### config.mk
export PLATFORM = sky130hd
export DESIGN_NAME = riscv_load_store_stub_inserter_unit_flat
export DESIGN_NICKNAME = d
export VERILOG_FILES = /design/src/rtl/lssi_pkg.sv /design/src/rtl/lssi_if.sv /design/src/rtl/lssi_front.sv /design/src/rtl/lssi_queue.sv /design/src/rtl/lssi_back.sv /design/src/rtl/riscv_load_store_stub_inserter_unit.sv /design/src/flat_wrapper.sv
export SDC_FILE = /design/constraint.sdc
export NUM_CORES = 1
export LEC_CHECK = 0
export BUFFER_PORTS_ARGS = -buffer_cell sky130_fd_sc_hd__buf_2
export CAP_MARGIN = 5
export CELL_PAD_IN_SITES_DETAIL_PLACEMENT = 1
export CELL_PAD_IN_SITES_GLOBAL_PLACEMENT = 2
export CORE_ASPECT_RATIO = 0.8
export CORE_UTILIZATION = 50
export CTS_CLUSTER_DIAMETER = 120
export DETAILED_ROUTE_END_ITERATION = 10
export PLACE_DENSITY = 0.82
export SYNTH_ARGS = -nofsm -noshare
export SYNTH_HDL_FRONTEND = slang
export SYNTH_SLANG_ARGS = --single-unit
### constraint.sdc
create_clock -name clock -period 5.8 [get_ports clock]
set_clock_uncertainty 0.1 [all_clocks]
set_input_delay 1.74 -clock clock [delete_from_list [all_inputs] [get_ports clock]]
set_output_delay 1.74 -clock clock [all_outputs]
set_load 0.05 [all_outputs]
### src/rtl/lssi_pkg.sv
package lssi_pkg;

   // Longest code stream the size report is scaled for
   localparam longint unsigned MAX_CODE_BYTES = 64'd65536;

   localparam int unsigned SIZE_W = 19;
   localparam longint unsigned SIZE_FIELD_MAX = (64'd1 << SIZE_W) - 64'd1;
   localparam longint unsigned SIZE_RAW_LIMIT = MAX_CODE_BYTES * 64'd5;
   localparam logic [SIZE_W-1:0] SIZE_LIMIT = (SIZE_RAW_LIMIT > SIZE_FIELD_MAX) ?
      SIZE_W'(SIZE_FIELD_MAX) : SIZE_W'(SIZE_RAW_LIMIT);

   // Opcode and field codes
   localparam logic [6:0] OP_LOAD     = 7'h03;
   localparam logic [6:0] OP_STORE    = 7'h23;
   localparam logic [1:0] QUAD_LONG   = 2'b11;
   localparam logic [1:0] QUAD_C0     = 2'b00;
   localparam logic [1:0] QUAD_C2     = 2'b10;
   localparam logic [2:0] F3_CLW      = 3'b010;
   localparam logic [2:0] F3_CSW      = 3'b110;
   localparam logic [7:0] NOP_LOW_BYTE = 8'h13;

   // Item counts per instruction in the emitted stream
   localparam logic [3:0] STUB_BYTES  = 4'd8;
   localparam logic [3:0] LONG_BYTES  = 4'd4;
   localparam logic [3:0] SHORT_BYTES = 4'd2;

   // Instruction queue
   localparam int unsigned QUEUE_DEPTH = 4;
   localparam int unsigned QPTR_W      = $clog2(QUEUE_DEPTH);

   // One classified instruction, or a bare end report
   typedef struct packed {
      logic [31:0] word;
      logic        is_long;
      logic        is_mem;
      logic        last;
      logic        bare;
   } insn_rec_type;

endpackage

### src/rtl/lssi_if.sv
interface lssi_req_if;
   logic       valid;
   logic       ready;
   logic [7:0] code_byte;
   logic       last_byte;

   modport source (output valid, code_byte, last_byte, input ready);
   modport sink   (input valid, code_byte, last_byte, output ready);
endinterface

interface lssi_rsp_if;
   logic        valid;
   logic        ready;
   logic [7:0]  out_byte;
   logic        byte_valid;
   logic        is_stub_byte;
   logic        last_of_run;
   logic        stream_end;
   logic [18:0] patched_size;

   modport source (output valid, out_byte, byte_valid, is_stub_byte, last_of_run,
                   stream_end, patched_size, input ready);
   modport sink   (input valid, out_byte, byte_valid, is_stub_byte, last_of_run,
                   stream_end, patched_size, output ready);
endinterface

### src/rtl/lssi_front.sv
module lssi_front (
   input  logic                  clock,
   input  logic                  reset,
   lssi_req_if.sink              req,
   input  logic                  queue_full,
   output logic                  push_valid,
   output lssi_pkg::insn_rec_type push_rec
);

   logic [23:0] held_bytes_ff, held_bytes_in;
   logic [1:0]  held_count_ff, held_count_in;
   logic        is_long_ff, is_long_in;

   logic        accept;
   logic        long_now;
   logic        complete;
   logic        mem_long;
   logic        mem_short;

   assign req.ready = !queue_full;
   assign accept    = req.valid && req.ready;

   // Length comes from the first byte, then sticks for the instruction
   assign long_now = (held_count_ff == 2'd0) ? (req.code_byte[1:0] == lssi_pkg::QUAD_LONG)
                                             : is_long_ff;
   assign complete = long_now ? (held_count_ff == 2'd3) : (held_count_ff != 2'd0);

   // Classify loads and stores
   assign mem_long  = (held_bytes_ff[6:0] == lssi_pkg::OP_LOAD) ||
                      (held_bytes_ff[6:0] == lssi_pkg::OP_STORE);
   assign mem_short = ((held_bytes_ff[1:0] == lssi_pkg::QUAD_C0) ||
                       (held_bytes_ff[1:0] == lssi_pkg::QUAD_C2)) &&
                      ((req.code_byte[7:5] == lssi_pkg::F3_CLW) ||
                       (req.code_byte[7:5] == lssi_pkg::F3_CSW));

   // A bare end report carries no instruction, so it never gets a stub
   always_comb begin
      push_rec.word    = long_now ? {req.code_byte, held_bytes_ff}
                                  : {16'h0000, req.code_byte, held_bytes_ff[7:0]};
      push_rec.is_long = long_now;
      push_rec.is_mem  = complete && (long_now ? mem_long : mem_short);
      push_rec.last    = req.last_byte;
      push_rec.bare    = !complete;
      push_valid       = accept && (complete || req.last_byte);
   end

   // Hold partial instruction bytes
   always_comb begin
      held_bytes_in = held_bytes_ff;
      held_count_in = held_count_ff;
      is_long_in    = is_long_ff;
      if (accept) begin
         is_long_in = long_now;
         if (complete || req.last_byte) begin
            held_count_in = 2'd0;
         end else begin
            held_count_in = held_count_ff + 2'd1;
            unique case (held_count_ff)
               2'd0:    held_bytes_in[7:0]   = req.code_byte;
               2'd1:    held_bytes_in[15:8]  = req.code_byte;
               default: held_bytes_in[23:16] = req.code_byte;
            endcase
         end
         if (req.last_byte) begin
            is_long_in = 1'b0;
         end
      end
   end

   always_ff @(posedge clock) begin
      held_bytes_ff <= held_bytes_in;
      if (reset) begin
         held_count_ff <= 2'd0;
         is_long_ff    <= 1'b0;
      end else begin
         held_count_ff <= held_count_in;
         is_long_ff    <= is_long_in;
      end
   end

endmodule

### src/rtl/lssi_queue.sv
module lssi_queue (
   input  logic                   clock,
   input  logic                   reset,
   input  logic                   push_valid,
   input  lssi_pkg::insn_rec_type push_rec,
   output logic                   full,
   output logic                   head_valid,
   output lssi_pkg::insn_rec_type head_rec,
   input  logic                   pop
);

   lssi_pkg::insn_rec_type entry_ff [lssi_pkg::QUEUE_DEPTH];

   logic [lssi_pkg::QPTR_W-1:0] wr_ptr_ff, wr_ptr_in;
   logic [lssi_pkg::QPTR_W-1:0] rd_ptr_ff, rd_ptr_in;
   logic [lssi_pkg::QPTR_W:0]   count_ff, count_in;
   logic                        do_push;
   logic                        do_pop;

   assign full       = (count_ff == (lssi_pkg::QPTR_W+1)'(lssi_pkg::QUEUE_DEPTH));
   assign head_valid = (count_ff != '0);
   assign head_rec   = entry_ff[rd_ptr_ff];
   assign do_push    = push_valid && !full;
   assign do_pop     = pop && head_valid;

   // Advance pointers and occupancy
   always_comb begin
      wr_ptr_in = do_push ? wr_ptr_ff + 1'b1 : wr_ptr_ff;
      rd_ptr_in = do_pop  ? rd_ptr_ff + 1'b1 : rd_ptr_ff;
      count_in  = count_ff;
      if (do_push && !do_pop) begin
         count_in = count_ff + 1'b1;
      end else if (do_pop && !do_push) begin
         count_in = count_ff - 1'b1;
      end
   end

   always_ff @(posedge clock) begin
      if (do_push) begin
         entry_ff[wr_ptr_ff] <= push_rec;
      end
      if (reset) begin
         wr_ptr_ff <= '0;
         rd_ptr_ff <= '0;
         count_ff  <= '0;
      end else begin
         wr_ptr_ff <= wr_ptr_in;
         rd_ptr_ff <= rd_ptr_in;
         count_ff  <= count_in;
      end
   end

endmodule

### src/rtl/lssi_back.sv
module lssi_back (
   input  logic                   clock,
   input  logic                   reset,
   input  logic                   head_valid,
   input  lssi_pkg::insn_rec_type head_rec,
   output logic                   pop,
   lssi_rsp_if.source             rsp
);

   logic [3:0]                  idx_ff, idx_in;
   logic [lssi_pkg::SIZE_W-1:0] count_ff, count_in;
   logic                        rsp_valid_ff;
   logic [7:0]                  out_byte_ff;
   logic                        byte_valid_ff;
   logic                        is_stub_ff;
   logic                        last_of_run_ff;
   logic                        stream_end_ff;
   logic [lssi_pkg::SIZE_W-1:0] size_ff;

   logic                        advance;
   logic [3:0]                  stub_n;
   logic [3:0]                  total;
   logic                        final_item;
   logic                        in_stub;
   logic [7:0]                  data_byte;
   logic [7:0]                  cur_byte;
   logic [lssi_pkg::SIZE_W-1:0] count_next;

   assign advance = head_valid && (!rsp_valid_ff || rsp.ready);

   // Work out the current emitted byte of the head instruction
   always_comb begin
      stub_n     = head_rec.is_mem ? lssi_pkg::STUB_BYTES : 4'd0;
      total      = head_rec.bare ? 4'd1 :
                   stub_n + (head_rec.is_long ? lssi_pkg::LONG_BYTES
                                              : lssi_pkg::SHORT_BYTES);
      final_item = (idx_ff == total - 4'd1);
      in_stub    = head_rec.is_mem && (idx_ff < lssi_pkg::STUB_BYTES);
      // Stub length is a multiple of four, so the low bits index the word
      data_byte  = head_rec.word[8*idx_ff[1:0] +: 8];
      if (in_stub) begin
         cur_byte = (idx_ff[1:0] == 2'd0) ? lssi_pkg::NOP_LOW_BYTE : 8'h00;
      end else begin
         cur_byte = data_byte;
      end
      count_next = (count_ff < lssi_pkg::SIZE_LIMIT) ? count_ff + 1'b1 : count_ff;
   end

   assign pop = advance && final_item;

   // Step through the instruction and keep the running size
   always_comb begin
      idx_in   = idx_ff;
      count_in = count_ff;
      if (advance) begin
         idx_in = final_item ? 4'd0 : idx_ff + 4'd1;
         if (final_item && head_rec.last) begin
            count_in = '0;
         end else if (!head_rec.bare) begin
            count_in = count_next;
         end
      end
   end

   always_ff @(posedge clock) begin
      if (advance) begin
         out_byte_ff    <= head_rec.bare ? 8'h00 : cur_byte;
         byte_valid_ff  <= !head_rec.bare;
         is_stub_ff     <= in_stub;
         last_of_run_ff <= final_item;
         stream_end_ff  <= final_item && head_rec.last;
         size_ff        <= head_rec.bare ? count_ff : count_next;
      end
      if (reset) begin
         rsp_valid_ff <= 1'b0;
         idx_ff       <= 4'd0;
         count_ff     <= '0;
      end else begin
         if (advance) begin
            rsp_valid_ff <= 1'b1;
         end else if (rsp.ready) begin
            rsp_valid_ff <= 1'b0;
         end
         idx_ff   <= idx_in;
         count_ff <= count_in;
      end
   end

   assign rsp.valid        = rsp_valid_ff;
   assign rsp.out_byte     = out_byte_ff;
   assign rsp.byte_valid   = byte_valid_ff;
   assign rsp.is_stub_byte = is_stub_ff;
   assign rsp.last_of_run  = last_of_run_ff;
   assign rsp.stream_end   = stream_end_ff;
   assign rsp.patched_size = size_ff;

endmodule

### src/rtl/riscv_load_store_stub_inserter_unit.sv
// Load/store stub inserter for an RV32 code stream.
// req channel: one code byte per transaction, little endian, last_byte on
// the final byte of the stream. rsp channel: one rewritten byte per
// transaction; each load or store (long or compressed form) is preceded by
// two NOP words, eight stub bytes, then the original instruction bytes.
// A stream that ends inside an instruction drops it and gives one bare
// report (byte_valid low); stream_end marks the last transaction of a stream
// and patched_size then holds the saturated output size.
// A completing byte is written into the queue at the edge that accepts it;
// its first output byte then goes into the output register that drives rsp.
// Throughput: req takes one byte per cycle while the 4-entry instruction
// queue has room; rsp gives one byte per cycle while the receiver is ready,
// so a load or store gives 10 or 12 bytes and rsp sets the sustained rate.
// When the receiver stalls, the output register holds, the queue fills and
// req.ready drops; no transaction is lost.
// Reset (synchronous) empties the queue, drops partial instructions and
// clears the size count.
module riscv_load_store_stub_inserter_unit (
   input  logic      clock,
   input  logic      reset,
   lssi_req_if.sink  req,
   lssi_rsp_if.source rsp
);

   logic                   push_valid;
   lssi_pkg::insn_rec_type push_rec;
   logic                   queue_full;
   logic                   head_valid;
   lssi_pkg::insn_rec_type head_rec;
   logic                   pop;

   lssi_front u_front (
      .clock      (clock),
      .reset      (reset),
      .req        (req),
      .queue_full (queue_full),
      .push_valid (push_valid),
      .push_rec   (push_rec)
   );

   lssi_queue u_queue (
      .clock      (clock),
      .reset      (reset),
      .push_valid (push_valid),
      .push_rec   (push_rec),
      .full       (queue_full),
      .head_valid (head_valid),
      .head_rec   (head_rec),
      .pop        (pop)
   );

   lssi_back u_back (
      .clock      (clock),
      .reset      (reset),
      .head_valid (head_valid),
      .head_rec   (head_rec),
      .pop        (pop),
      .rsp        (rsp)
   );

endmodule
### src/flat_wrapper.sv
// flat-port wrapper written by rule: the top's interface ports become plain ports
module riscv_load_store_stub_inserter_unit_flat 
  (clock, reset, req_valid, req_code_byte, req_last_byte, req_ready, rsp_valid, rsp_out_byte, rsp_byte_valid, rsp_is_stub_byte, rsp_last_of_run, rsp_stream_end, rsp_patched_size, rsp_ready);
  lssi_req_if req_i ();
  lssi_rsp_if rsp_i ();
  input  logic clock;
  input  logic reset;
  input wire logic [$bits(req_i.valid)-1:0] req_valid;
  input wire logic [$bits(req_i.code_byte)-1:0] req_code_byte;
  input wire logic [$bits(req_i.last_byte)-1:0] req_last_byte;
  output wire logic [$bits(req_i.ready)-1:0] req_ready;
  output wire logic [$bits(rsp_i.valid)-1:0] rsp_valid;
  output wire logic [$bits(rsp_i.out_byte)-1:0] rsp_out_byte;
  output wire logic [$bits(rsp_i.byte_valid)-1:0] rsp_byte_valid;
  output wire logic [$bits(rsp_i.is_stub_byte)-1:0] rsp_is_stub_byte;
  output wire logic [$bits(rsp_i.last_of_run)-1:0] rsp_last_of_run;
  output wire logic [$bits(rsp_i.stream_end)-1:0] rsp_stream_end;
  output wire logic [$bits(rsp_i.patched_size)-1:0] rsp_patched_size;
  input wire logic [$bits(rsp_i.ready)-1:0] rsp_ready;
  assign req_i.valid = req_valid;
  assign req_i.code_byte = req_code_byte;
  assign req_i.last_byte = req_last_byte;
  assign req_ready = req_i.ready;
  assign rsp_valid = rsp_i.valid;
  assign rsp_out_byte = rsp_i.out_byte;
  assign rsp_byte_valid = rsp_i.byte_valid;
  assign rsp_is_stub_byte = rsp_i.is_stub_byte;
  assign rsp_last_of_run = rsp_i.last_of_run;
  assign rsp_stream_end = rsp_i.stream_end;
  assign rsp_patched_size = rsp_i.patched_size;
  assign rsp_i.ready = rsp_ready;
  riscv_load_store_stub_inserter_unit u_core (.clock(clock), .reset(reset), .req(req_i), .rsp(rsp_i));
endmodule
==> results.py, run 1 <==
metrics = {
    "yosys": {
        "yosysUniqueCellTypes": 48,
        "ys.flop_type": "edfxtp_1",
        "synth_seq_cells": 235,
        "synth_top_cell_by_area": "edfxtp_1",
        "ys_warn_count": 0,
        "synthTopCellsByArea": "edfxtp_1 63%, mux4_2 10%, dfxtp_1 7.6%, a22o_1 1.8%, nor2b_1 1.7%",
        "async_flop_share": 0,
        "syn_area_per_cell_sq_um": 17.1,
        "synth_top_area_frac": 0.631,
        "synth_cells": 553,
        "syn_nets": 578,
        "yosysSeqAreaShare": 0.707,
        "synth_edf_count": 199,
        "syn_area_sq_mm": 0.00947,
    },
    "placed_design": {
        "globalplace.congestion": 0.771,
        "portBuffers": 45,
        "pre_cts_slack_ns": 1.60,
        "placedCellCount": 838,
        "hpwl_mm": 12.0,
    },
    "die": {
        "die_area_sq_mm": 0.0195,
        "core.rowCount": 44,
        "ios": 46,
        "dieWidth_microns": 156,
        "fp.dieH_microns": 125,
        "core-area_sq_mm": 0.0183,
        "start_util": 0.516,
    },
    "clock_network": {
        "postCtsHoldBufs": 0,
        "clk_pin_slew_ns": 0.06,
        "htree_levels": 1,
        "clk_latency_ns": 0.51,
        "clkSinkCount": 235,
        "ctsResizeCount": 0,
        "cts_buffer_depth": 3,
        "cts_setup_buffers": 0,
        "cts_root_buf": "clkbuf_16",
        "tritoncts": "built",
        "cts_buffers": 24,
    },
    "setup_path": {
        "criticalPathCategory": "reg2reg",
        "crit_path_end_kind": "flop",
        "cp.required_ns": 6.13,
        "slowest_stage": "dfxtp_1",
        "worstPathCellList": "mux4_2, or4_1, o311ai_2, nand3_4, nor2_4, inv_2, ha_1, inv_1, fa_1, xor2_1, or3_1, a21oi_1",
        "critical_path.max_fanout": 19,
        "worst_setup_path_start_kind": "flop",
        "cp_data_arrival_time_ns": 4.18,
        "critPathMaxStageDelay_ns": 0.99,
    },
    "finish": {
        "area.growth.synth_to_final_pct": 14.0,
        "final_layout_size_suffix_gt1_frac": 0.254,
        "nets": 636,
        "final_cell_count_no_fill": 882,
        "num-fill-cells": 1685,
        "diodes": 0,
    },
    "timing": {
        "rsz0062_at_grt": "false",
        "report.final.hold_viol_count": 0,
        "setup_viol": 0,
        "period_share": 0.664,
        "drv_slew": 0,
        "max-slew-margin-rel": 0.313,
        "clock.fmax_mhz": 260,
        "tns_ns": 0,
        "setup_ws_ns": 1.95,
        "hold-worst-slack_ns": 0.382,
        "min_period_ns": 3.85,
        "tightest_slew_ns": 1.03,
    },
    "global_routing": {
        "grt_max_degree": 37,
        "grt_usage": 0.206,
        "grt_overflow_total": 0,
        "grt_pass1_wl_mm": 30.2,
        "antenna_found_initial": 0,
        "grt_pass1_vias": 5303,
    },
    "worst_hold_path": {
        "hp-start": "u_core.u_back.rsp.valid$_SDFFE_PP0P_",
        "worstHoldPathType": "reg2reg",
    },
    "route": {
        "wl_per_cell_microns": 21.9,
        "drtAntennaViolNets": 0,
        "drt_first_iter_violations": 332,
        "vias_per_cell": 5.63,
        "vias": 4962,
        "dr.pass1.iters": 4,
        "drc": 0,
        "routed_wl_mm": 19.3,
    },
    "power": {
        "ir_worst_vdd_uv": 330,
        "p_leak_nw": 3.75,
        "power_density_mw_per_mm2": 475,
    },
    "run": {
        "drv_cap": 0,
    },
    "run_status": {
        "status": "finished clean",
    },
}
[cells by family (layout without fill, tap and decap cells)]
kind of cell / count (synthesis) / count (layout) / synth area share
AO/OA/AOI/OAI: 54 / 54 / 0.0398
XOR/XNOR: 25 / 25 / 0.0231
adder cells (fa/ha/maj): 12 / 12 / 0.0167
buffers and inverters: 42 / 118 / 0.0180
flip-flops: 235 / 235 / 0.707
multiplexers: 57 / 57 / 0.120
AND/OR/NAND/NOR: 128 / 128 / 0.0753
[sequential cells by signal (all words and copies together) (netlist names), named ones only]
name	cells
u_core.u_queue.entry_ff	144
u_core.u_front.held_bytes_ff	24
u_core.u_back.count_ff	19
u_core.u_back.rsp.patched_size	19
u_core.u_back.rsp.out_byte	8
u_core.u_back.idx_ff	4
u_core.u_queue.count_ff	3
u_core.u_front.held_count_ff	2
u_core.u_queue.rd_ptr_ff	2
u_core.u_queue.wr_ptr_ff	2
u_core.u_back.rsp.byte_valid	1
u_core.u_back.rsp.is_stub_byte	1
u_core.u_back.rsp.last_of_run	1
u_core.u_back.rsp.stream_end	1
u_core.u_back.rsp.valid	1
u_core.u_front.is_long_ff	1
[layout make-up]
class	instances	area, sq um	share of cell area
timing repair buffer	54	293	0.0271
clock inverter	14	141	0.0131
sequential	235	6700	0.621
inverter	20	75.1	0.00696
multi-input combinational	276	2610	0.241
tap	253	317	0.0293
clock buffer	30	664	0.0616
[cells in the mapped netlist (5+ instances only)]
master      n
edfxtp_1  199
buf_1       5
nor2_1     26
nor2b_1    26
and2_1      9
xor2_1     10
nor3_1     10
dfxtp_1    36
ha_1       11
xnor2_1    15
o21ai_0    17
nand3_1    10
a22o_1     19
nand4_1     5
mux2_2      9
mux4_2     44
a21oi_1     9
and3_1     11
inv_1      16
nand2_1    15
clkbuf_1   12
[report_power, final]
part	leakage (nW)	switching, mW	total, mW	internal [mW]
Combinational	1.20	0.930	1.38	0.450
Sequential	2.14	0.108	2.19	2.08
Clock	0.404	0.612	1.56	0.943
[worst paths after layout]
kind | endpoint | slack, ns | cells after the start
max | u_core.u_queue.count_ff[2]$_SDFFE_PP0P_ | 1.95 | 12
min | u_core.u_back.rsp.valid$_SDFFE_PP0P_ | 0.38 | 2
max reg2reg | u_core.u_queue.count_ff[2]$_SDFFE_PP0P_ | 1.95 | 12
min reg2reg | u_core.u_back.rsp.valid$_SDFFE_PP0P_ | 0.38 | 2
[routing by layer]
layer / GRT usage / part of all wire / up-vias
li1: - / - / 2263
met1: 0.291 / 0.46 / 2582
met2: 0.340 / 0.48 / 92
met3: 0.0336 / 0.037 / 25
met4: 0.0438 / 0.017 / 0
met5: 0 / 0 / -
[through the flow]
stage | util | power (mW) | instance area [sq um]
global placement | 0.545 | 3.57 | 9990
floorplan | - | 3.26 | 9470
CTS | 0.589 | 5.19 | 10800
detailed placement | 0.545 | 3.62 | 9990
global route | 0.589 | 5.33 | 10800
finish | 0.589 | 5.13 | 10800
[worst max-delay path, delay by kind of cell, from the launching register on]
kind                     cells  cell delay (ns)
AO/OA/AOI/OAI                2             0.30
XOR/XNOR                     1             0.08
adder cells (fa/ha/maj)      2             0.41
buffers and inverters        2             0.17
flip-flops                   1             0.99
multiplexers                 1             0.58
AND/OR/NAND/NOR              4             1.14
[cell usage in the layout (no fill, tap or decap), types with 4 or more instances in the layout]
cell type,n
and2_1,9
nand4_1,5
ha_1,11
nor2_1,26
mux4_2,44
o21ai_0,17
buf_2,45
nor2b_1,26
xnor2_1,15
buf_4,9
a21oi_1,9
mux2_2,9
nand2_1,15
clkinv_2,8
and3_1,11
edfxtp_1,199
clkinv_1,4
mux2i_1,4
nor3_1,10
a22o_1,19
nand3_1,10
xor2_1,10
inv_1,16
dfxtp_1,35
clkbuf_16,25
Note: power is estimated with default switching activity, not from simulation.
==> inputs of run 2 (changes only) <==
--- a/config.mk
+++ b/config.mk
@@ -10,10 +10,10 @@
 export CELL_PAD_IN_SITES_DETAIL_PLACEMENT = 1
 export CELL_PAD_IN_SITES_GLOBAL_PLACEMENT = 2
 export CORE_ASPECT_RATIO = 0.8
-export CORE_UTILIZATION = 50
+export CORE_UTILIZATION = 42
 export CTS_CLUSTER_DIAMETER = 120
 export DETAILED_ROUTE_END_ITERATION = 10
-export PLACE_DENSITY = 0.82
+export PLACE_DENSITY = 0.73
 export SYNTH_ARGS = -nofsm -noshare
 export SYNTH_HDL_FRONTEND = slang
 export SYNTH_SLANG_ARGS = --single-unit
==> constraint.sdc (replaced) <==
create_clock -name clock -period 3.32 [get_ports clock]
set_clock_uncertainty 0.1 [all_clocks]
set_input_delay 0.996 -clock clock [delete_from_list [all_inputs] [get_ports clock]]
set_output_delay 0.996 -clock clock [all_outputs]
set_load 0.05 [all_outputs]
==> run 2 against run 1 <==
Largest power group unchanged. Clock power grew 96%. Register-to-register slack got worse by 1.8 ns. Critical endpoint unchanged. Setup slack worse by 1.8 ns.
==> results.py, run 2 (same netlist as run 1, synthesis figures left out) <==
metrics = {
    "route": {
        "vias_per_cell": 5.32,
        "vias": 4991,
        "drtAntennaViolNets": 0,
        "wl_per_cell_microns": 20.9,
        "drt_first_iter_violations": 427,
        "routed_wl_mm": 19.6,
        "dr.pass1.iters": 4,
        "drc": 0,
    },
    "finish": {
        "largest_reg_flops": 144,
        "final_layout_size_suffix_gt1_frac": 0.268,
        "final_common_cell": "edfxtp_1",
        "layout_common_cells": "199 x edfxtp_1, 45 x buf_2, 44 x mux4_2",
        "area.growth.synth_to_final_pct": 17.0,
        "diodes": 0,
        "num-fill-cells": 2101,
        "largest_register": "u_core.u_queue.entry_ff",
        "nets": 645,
        "largestRegisters": "u_core.u_queue.entry_ff x144, u_core.u_front.held_bytes_ff x24",
    },
    "run": {
        "drv_cap": 0,
    },
    "setup_path": {
        "worstPathCellList": "mux4_2, buf_4, inv_2, o311ai_2, nand3_4, nor2_4, inv_2, ha_1, inv_1, fa_1, xor2_1, or3_1, a21oi_1",
        "slowest_stage": "mux4_2",
        "path_delay_family": "adder cells",
        "crit_top_cell": "inv_2",
        "worstPathBufferInverterCount": 4,
        "critPathMaxStageDelay_ns": 0.54,
        "cp_data_arrival_time_ns": 3.50,
        "critical_path.max_fanout": 11,
        "worst_setup_path_start_kind": "flop",
        "cp.required_ns": 3.66,
        "path_depth": 13,
        "rr_worst_depth": 13,
        "crit_path_end_kind": "flop",
        "criticalPathCategory": "reg2reg",
    },
    "timing": {
        "tightest_slew_ns": 0.694,
        "rsz0062_at_grt": "false",
        "period_share": 0.949,
        "report.final.hold_viol_count": 0,
        "setup_viol": 0,
        "tns_ns": 0,
        "min_period_ns": 3.15,
        "max-slew-margin-rel": 0.537,
        "clock.fmax_mhz": 317,
        "drv_slew": 0,
        "hold-worst-slack_ns": 0.392,
    },
    "clock_network": {
        "clk_latency_ns": 0.51,
        "tritoncts": "built",
        "clk_pin_slew_ns": 0.06,
        "cts_buffers": 25,
        "cts_buffer_depth": 3,
        "postCtsHoldBufs": 0,
        "ctsResizeCount": 0,
        "cts_root_buf": "clkbuf_16",
        "clkSinkCount": 235,
        "cts_setup_buffers": 0,
        "htree_levels": 1,
    },
    "die": {
        "start_util": 0.433,
        "die_area_sq_mm": 0.0231,
        "dieWidth_microns": 170,
        "core-area_sq_mm": 0.0219,
        "core.rowCount": 48,
        "ios": 46,
        "fp.dieH_microns": 136,
    },
    "power": {
        "p_leak_nw": 3.84,
        "ir_worst_vdd_uv": 404,
        "power_density_mw_per_mm2": 844,
    },
    "run_status": {
        "status": "finished clean",
    },
    "global_routing": {
        "grt_pass1_wl_mm": 30.6,
        "grt_pass1_vias": 5306,
        "grt_usage": 0.178,
        "grt_max_degree": 37,
        "antenna_found_initial": 0,
        "grt_overflow_total": 0,
    },
    "placed_design": {
        "globalplace.congestion": 0.711,
        "hpwl_mm": 12.3,
        "portBuffers": 45,
    },
    "worst_hold_path": {
        "worstHoldPathType": "reg2reg",
        "min_path_cells": 0,
    },
}
-- run 2: cell types whose count changed in the layout (fill, tap and decap cells not counted), sizes merged --
cell	previous run	this run
inv	19	20
clkinvlp	0	2
buf	54	62
clkinv	12	9
clkbuf	30	27
bufinv	3	7
-- run 2: stage by stage --
step	instances	utilization	setup slack (ns)	power (mW)	instance area (sq um)
6_report	938	0.507	0.169	9.35	11100
5_1_grt	938	0.507	0.0208	9.74	11100
4_1_cts	938	0.507	0.148	9.48	11100
3_5_place_dp	893	0.465	0.0345	6.41	10200
3_3_place_gp	893	0.465	0.216	6.32	10200
2_1_floorplan	553	-	0.300	5.69	9470
-- run 2: path summary, 6_finish.rpt --
check	from	to	slack, ns
worst max-delay path	flop	u_core.u_queue.count_ff[2]$_SDFFE_PP0P_	0.17
worst min register to register	u_core.u_front.held_bytes_ff[7]$_DFFE_PP_	u_core.u_queue.entry_ff[3][11]$_DFFE_PP_	0.39
worst min-delay path	u_core.u_front.held_bytes_ff[7]$_DFFE_PP_	u_core.u_queue.entry_ff[3][11]$_DFFE_PP_	0.39
worst max register to register	flop	u_core.u_queue.count_ff[2]$_SDFFE_PP0P_	0.17
-- run 2: layer usage --
metal,wire [microns],track usage,share of wire
met1,9100,0.254,0.46
met2,9280,0.286,0.47
met3,869,0.0277,0.044
met4,324,0.0410,0.017
met5,0,0,0
-- run 2: layout make-up --
class,instances,area [sq um],area share
clock inverters,18,275,0.0249
multi-input cells,276,2610,0.235
flip-flops and latches,235,6700,0.605
repair buffers,62,415,0.0375
inverters,20,75.1,0.00678
clock buffers,27,633,0.0572
well taps,300,375,0.0339
-- run 2: worst register-to-register path, stage by stage, from the launching register on --
cell      delay (ns)
dfxtp_2         0.41
mux4_2          0.54
buf_4           0.20
inv_2           0.16
o311ai_2        0.16
nand3_4         0.14
nor2_4          0.05
inv_2           0.09
ha_1            0.19
inv_1           0.07
fa_1            0.37
xor2_1          0.17
or3_1           0.30
a21oi_1         0.14
-- run 2: power by group --
| part | internal, mW | total (mW) | switching, mW |
|---|---|---|---|
| sequential | 3.64 | 3.79 | 0.149 |
| combinational | 0.841 | 2.51 | 1.67 |
| clock | 1.93 | 3.05 | 1.13 |
==> inputs of run 3 (changes only) <==
--- a/config.mk
+++ b/config.mk
@@ -5,12 +5,13 @@
 export SDC_FILE = /design/constraint.sdc
 export NUM_CORES = 1
 export LEC_CHECK = 0
+export ABC_AREA = 1
 export BUFFER_PORTS_ARGS = -buffer_cell sky130_fd_sc_hd__buf_2
-export CAP_MARGIN = 5
+export CAP_MARGIN = 20
 export CELL_PAD_IN_SITES_DETAIL_PLACEMENT = 1
 export CELL_PAD_IN_SITES_GLOBAL_PLACEMENT = 2
 export CORE_ASPECT_RATIO = 0.8
-export CORE_UTILIZATION = 42
+export CORE_UTILIZATION = 38
 export CTS_CLUSTER_DIAMETER = 120
 export DETAILED_ROUTE_END_ITERATION = 10
 export PLACE_DENSITY = 0.73
==> constraint.sdc (replaced) <==
create_clock -name clock -period 2.75 [get_ports clock]
set_clock_uncertainty 0.1 [all_clocks]
set_input_delay 0.825 -clock clock [delete_from_list [all_inputs] [get_ports clock]]
set_output_delay 0.825 -clock clock [all_outputs]
set_load 0.05 [all_outputs]
==> run 3 against run 2 <==
Non-clock buffer count up 10. Combinational power increased by 45%. Cell area up 1.2%. Synthesized cell count up 50%. Highest routed layer unchanged.
==> results.py, run 3 <==
metrics = {
    "run_status": {
        "status": "finished clean",
    },
    "placed_design": {
        "hpwl_mm": 14.8,
        "place_area_sq_mm": 0.0104,
        "portBuffers": 45,
        "globalplace.congestion": 0.756,
        "pre_cts_slack_ns": -0.0896,
    },
    "finish": {
        "post-route-cell-area_sq_mm": 0.0112,
        "area.growth.synth_to_final_pct": 15.6,
        "nets": 916,
        "largest_reg_flops": 144,
        "layout_common_cells": "199 x edfxtp_1, 107 x nand2_1, 104 x nor2_1",
        "final_common_cell": "edfxtp_1",
        "diodes": 0,
        "largestRegisters": "u_core.u_queue.entry_ff x144, u_core.u_front.held_bytes_ff x24",
        "final_layout_size_suffix_gt1_frac": 0.157,
        "largest_register": "u_core.u_queue.entry_ff",
    },
    "power": {
        "switching_power_mw": 4.38,
        "p_leak_nw": 4.09,
        "power_density_mw_per_mm2": 1040,
        "p_total_mw": 11.6,
        "p_int_mw": 7.23,
        "swShare": 0.377,
        "seqPwrFrac": 0.409,
        "combPwrFrac": 0.313,
        "ir_worst_vdd_uv": 707,
        "clkPwrFrac": 0.278,
    },
    "route": {
        "drt_first_iter_violations": 437,
        "drc": 0,
        "vias": 6355,
        "vias_per_cell": 5.18,
        "drtAntennaViolNets": 0,
        "wl_per_cell_microns": 19.7,
        "dr.pass1.iters": 5,
        "routed_wl_mm": 24.2,
    },
    "die": {
        "core-area_sq_mm": 0.0247,
        "start_util": 0.393,
        "ios": 46,
        "dieWidth_microns": 181,
        "die_area_sq_mm": 0.0262,
        "fp.dieH_microns": 145,
        "core.rowCount": 51,
    },
    "yosys": {
        "ys.flop_type": "edfxtp_1",
        "yosysUniqueCellTypes": 44,
        "ys_warn_count": 0,
        "yosysSeqAreaShare": 0.690,
        "syn_area_per_cell_sq_um": 11.7,
        "synth_top_area_frac": 0.616,
        "syn_nets": 855,
        "synth.most_common_cell": "edfxtp_1",
        "synthTopCellsByArea": "edfxtp_1 62%, dfxtp_1 7.4%, nor2_1 4.3%, o21ai_0 4.2%, nand2_1 4.1%",
        "synth_seq_cells": 235,
        "async_flop_share": 0,
        "synth_top_cell_by_area": "edfxtp_1",
        "synth_cells": 830,
        "syn_area_sq_mm": 0.00970,
        "synthTopCellsByCount": "199 x edfxtp_1, 110 x nor2_1, 107 x nand2_1",
        "synth_edf_count": 199,
    },
    "global_routing": {
        "grt_overflow_total": 0,
        "grt_usage": 0.189,
        "grt_max_degree": 57,
        "grt_pass1_vias": 6910,
        "antenna_found_initial": 0,
        "grt_pass1_wl_mm": 38.6,
    },
    "setup_path": {
        "worst_setup_path_start_kind": "flop",
        "crit_end": "u_core.u_queue.count_ff[2]$_SDFFE_PP0P_",
        "critical_path.max_fanout": 3,
        "crit_path_start": "u_core.u_front.held_count_ff[0]$_SDFFE_PP0N_",
        "r2r_start": "u_core.u_front.held_count_ff[0]$_SDFFE_PP0N_",
        "r2r-end": "u_core.u_queue.count_ff[2]$_SDFFE_PP0P_",
        "criticalPathCategory": "reg2reg",
        "cp_data_arrival_time_ns": 2.92,
        "crit_path_end_kind": "flop",
        "rr_worst_depth": 16,
        "rrSetupSlack_ns": 0.12,
        "cp.required_ns": 3.04,
    },
    "timing": {
        "min_period_ns": 2.63,
        "period_share": 0.957,
        "hold-worst-slack_ns": 0.397,
        "tightest_slew_ns": 0.771,
        "rsz0062_at_grt": "true",
        "tns_ns": 0,
        "max-slew-margin-rel": 0.486,
        "setup_viol": 0,
        "clock.fmax_mhz": 380,
        "drv_slew": 0,
        "setup_ws_ns": 0.118,
        "report.final.hold_viol_count": 0,
    },
    "clock_network": {
        "tritoncts": "built",
        "cts_root_buf": "clkbuf_16",
        "cts_setup_buffers": 0,
        "postCtsHoldBufs": 0,
        "clkSinkCount": 235,
        "cts_buffer_depth": 3,
        "cts_buffers": 25,
        "clk_latency_ns": 0.53,
        "htree_levels": 1,
        "clk_pin_slew_ns": 0.06,
    },
    "worst_hold_path": {
        "worstHoldPathType": "reg2reg",
    },
    "run": {
        "drv_cap": 0,
    },
}
run 3: cell count changes after synthesis, sizes merged, moves of 26 or more:
cell | previous run | this run
inv | 19 | 71
mux4 | 44 | 0
nand2 | 15 | 113
nand3 | 11 | 51
nor2 | 28 | 115
nor2b | 26 | 0
o21ai | 18 | 87
run 3: cell type report:
type | count | area, sq um
Fill cell | 2628 | 13500
Inverter | 74 | 283
Sequential cell | 235 | 6700
Clock inverter | 16 | 130
Clock buffer | 30 | 644
Multi-Input combinational cell | 483 | 2580
Tap cell | 318 | 398
Timing Repair Buffer | 72 | 478
run 3: how the worst min path moves through the flow:
| stage | from | end | slack [ns] | cells after the start |
|---|---|---|---|---|
| after floorplan | u_core.u_queue.count_ff[2]$_SDFFE_PP0P_ | u_core.u_queue.count_ff[2]$_SDFFE_PP0P_ | 0.36 | 2 |
| final | u_core.u_front.held_bytes_ff[7]$_DFFE_PP_ | u_core.u_queue.entry_ff[2][11]$_DFFE_PP_ | 0.40 | 0 |
| after global routing | u_core.u_front.held_bytes_ff[7]$_DFFE_PP_ | u_core.u_queue.entry_ff[2][11]$_DFFE_PP_ | 0.41 | 0 |
| after global placement | u_core.u_front.held_bytes_ff[7]$_DFFE_PP_ | u_core.u_queue.entry_ff[1][11]$_DFFE_PP_ | 0.37 | 0 |
| after CTS | u_core.u_front.held_bytes_ff[7]$_DFFE_PP_ | u_core.u_queue.entry_ff[2][11]$_DFFE_PP_ | 0.40 | 0 |
| after detailed placement | u_core.u_front.held_bytes_ff[7]$_DFFE_PP_ | u_core.u_queue.entry_ff[1][11]$_DFFE_PP_ | 0.39 | 0 |
run 3: power by group through the flow:
stage	registers, mW	logic (mW)	clock network, mW
floorplan	5.55	1.78	0
global placement	4.80	3.55	0
detailed placement	4.83	3.66	0
CTS	4.75	3.67	3.30
global route	4.81	3.92	3.44
finish	4.75	3.63	3.23
run 3: worst max-delay path, stage by stage, from the launching register on:
cell	delay [ns]
dfxtp_1	0.36
inv_1	0.09
ha_1	0.24
inv_1	0.08
a21oi_1	0.05
nor2_2	0.15
a21oi_1	0.10
nand2_1	0.08
nand2_1	0.07
inv_1	0.07
ha_1	0.14
inv_1	0.07
fa_1	0.38
a21oi_1	0.16
o21ai_0	0.15
o21ai_1	0.18
a21oi_1	0.06
run 3: per-layer routing:
| metal | GRT usage | wire length [microns] |
|---|---|---|
| met1 | 0.261 | 11400 |
| met2 | 0.317 | 11500 |
| met3 | 0.0251 | 805 |
| met4 | 0.0423 | 438 |
| met5 | 0 | 0 |
run 3: per-stage QoR:
step                      cells  utilization
after floorplan             830            -
after global placement     1182        0.422
after detailed placement   1182        0.422
after CTS                  1228        0.454
after global routing       1228        0.454
final                      1228        0.454
run 3: timing repair:
action,4_1_cts,5_1_grt
setup endpoints to repair,1,3
pin swaps,0,1
gates cloned,0,0
resized for setup,1,4
run 3: cells by family after synthesis:
logic type / synth area share
AOI/OAI and AO/OA: 0.0953
DFF: 0.690
xor gates and xnor gates: 0.0151
adders and majority gates: 0.0162
and+or+nand+nor: 0.135
buffers and inverters: 0.0484
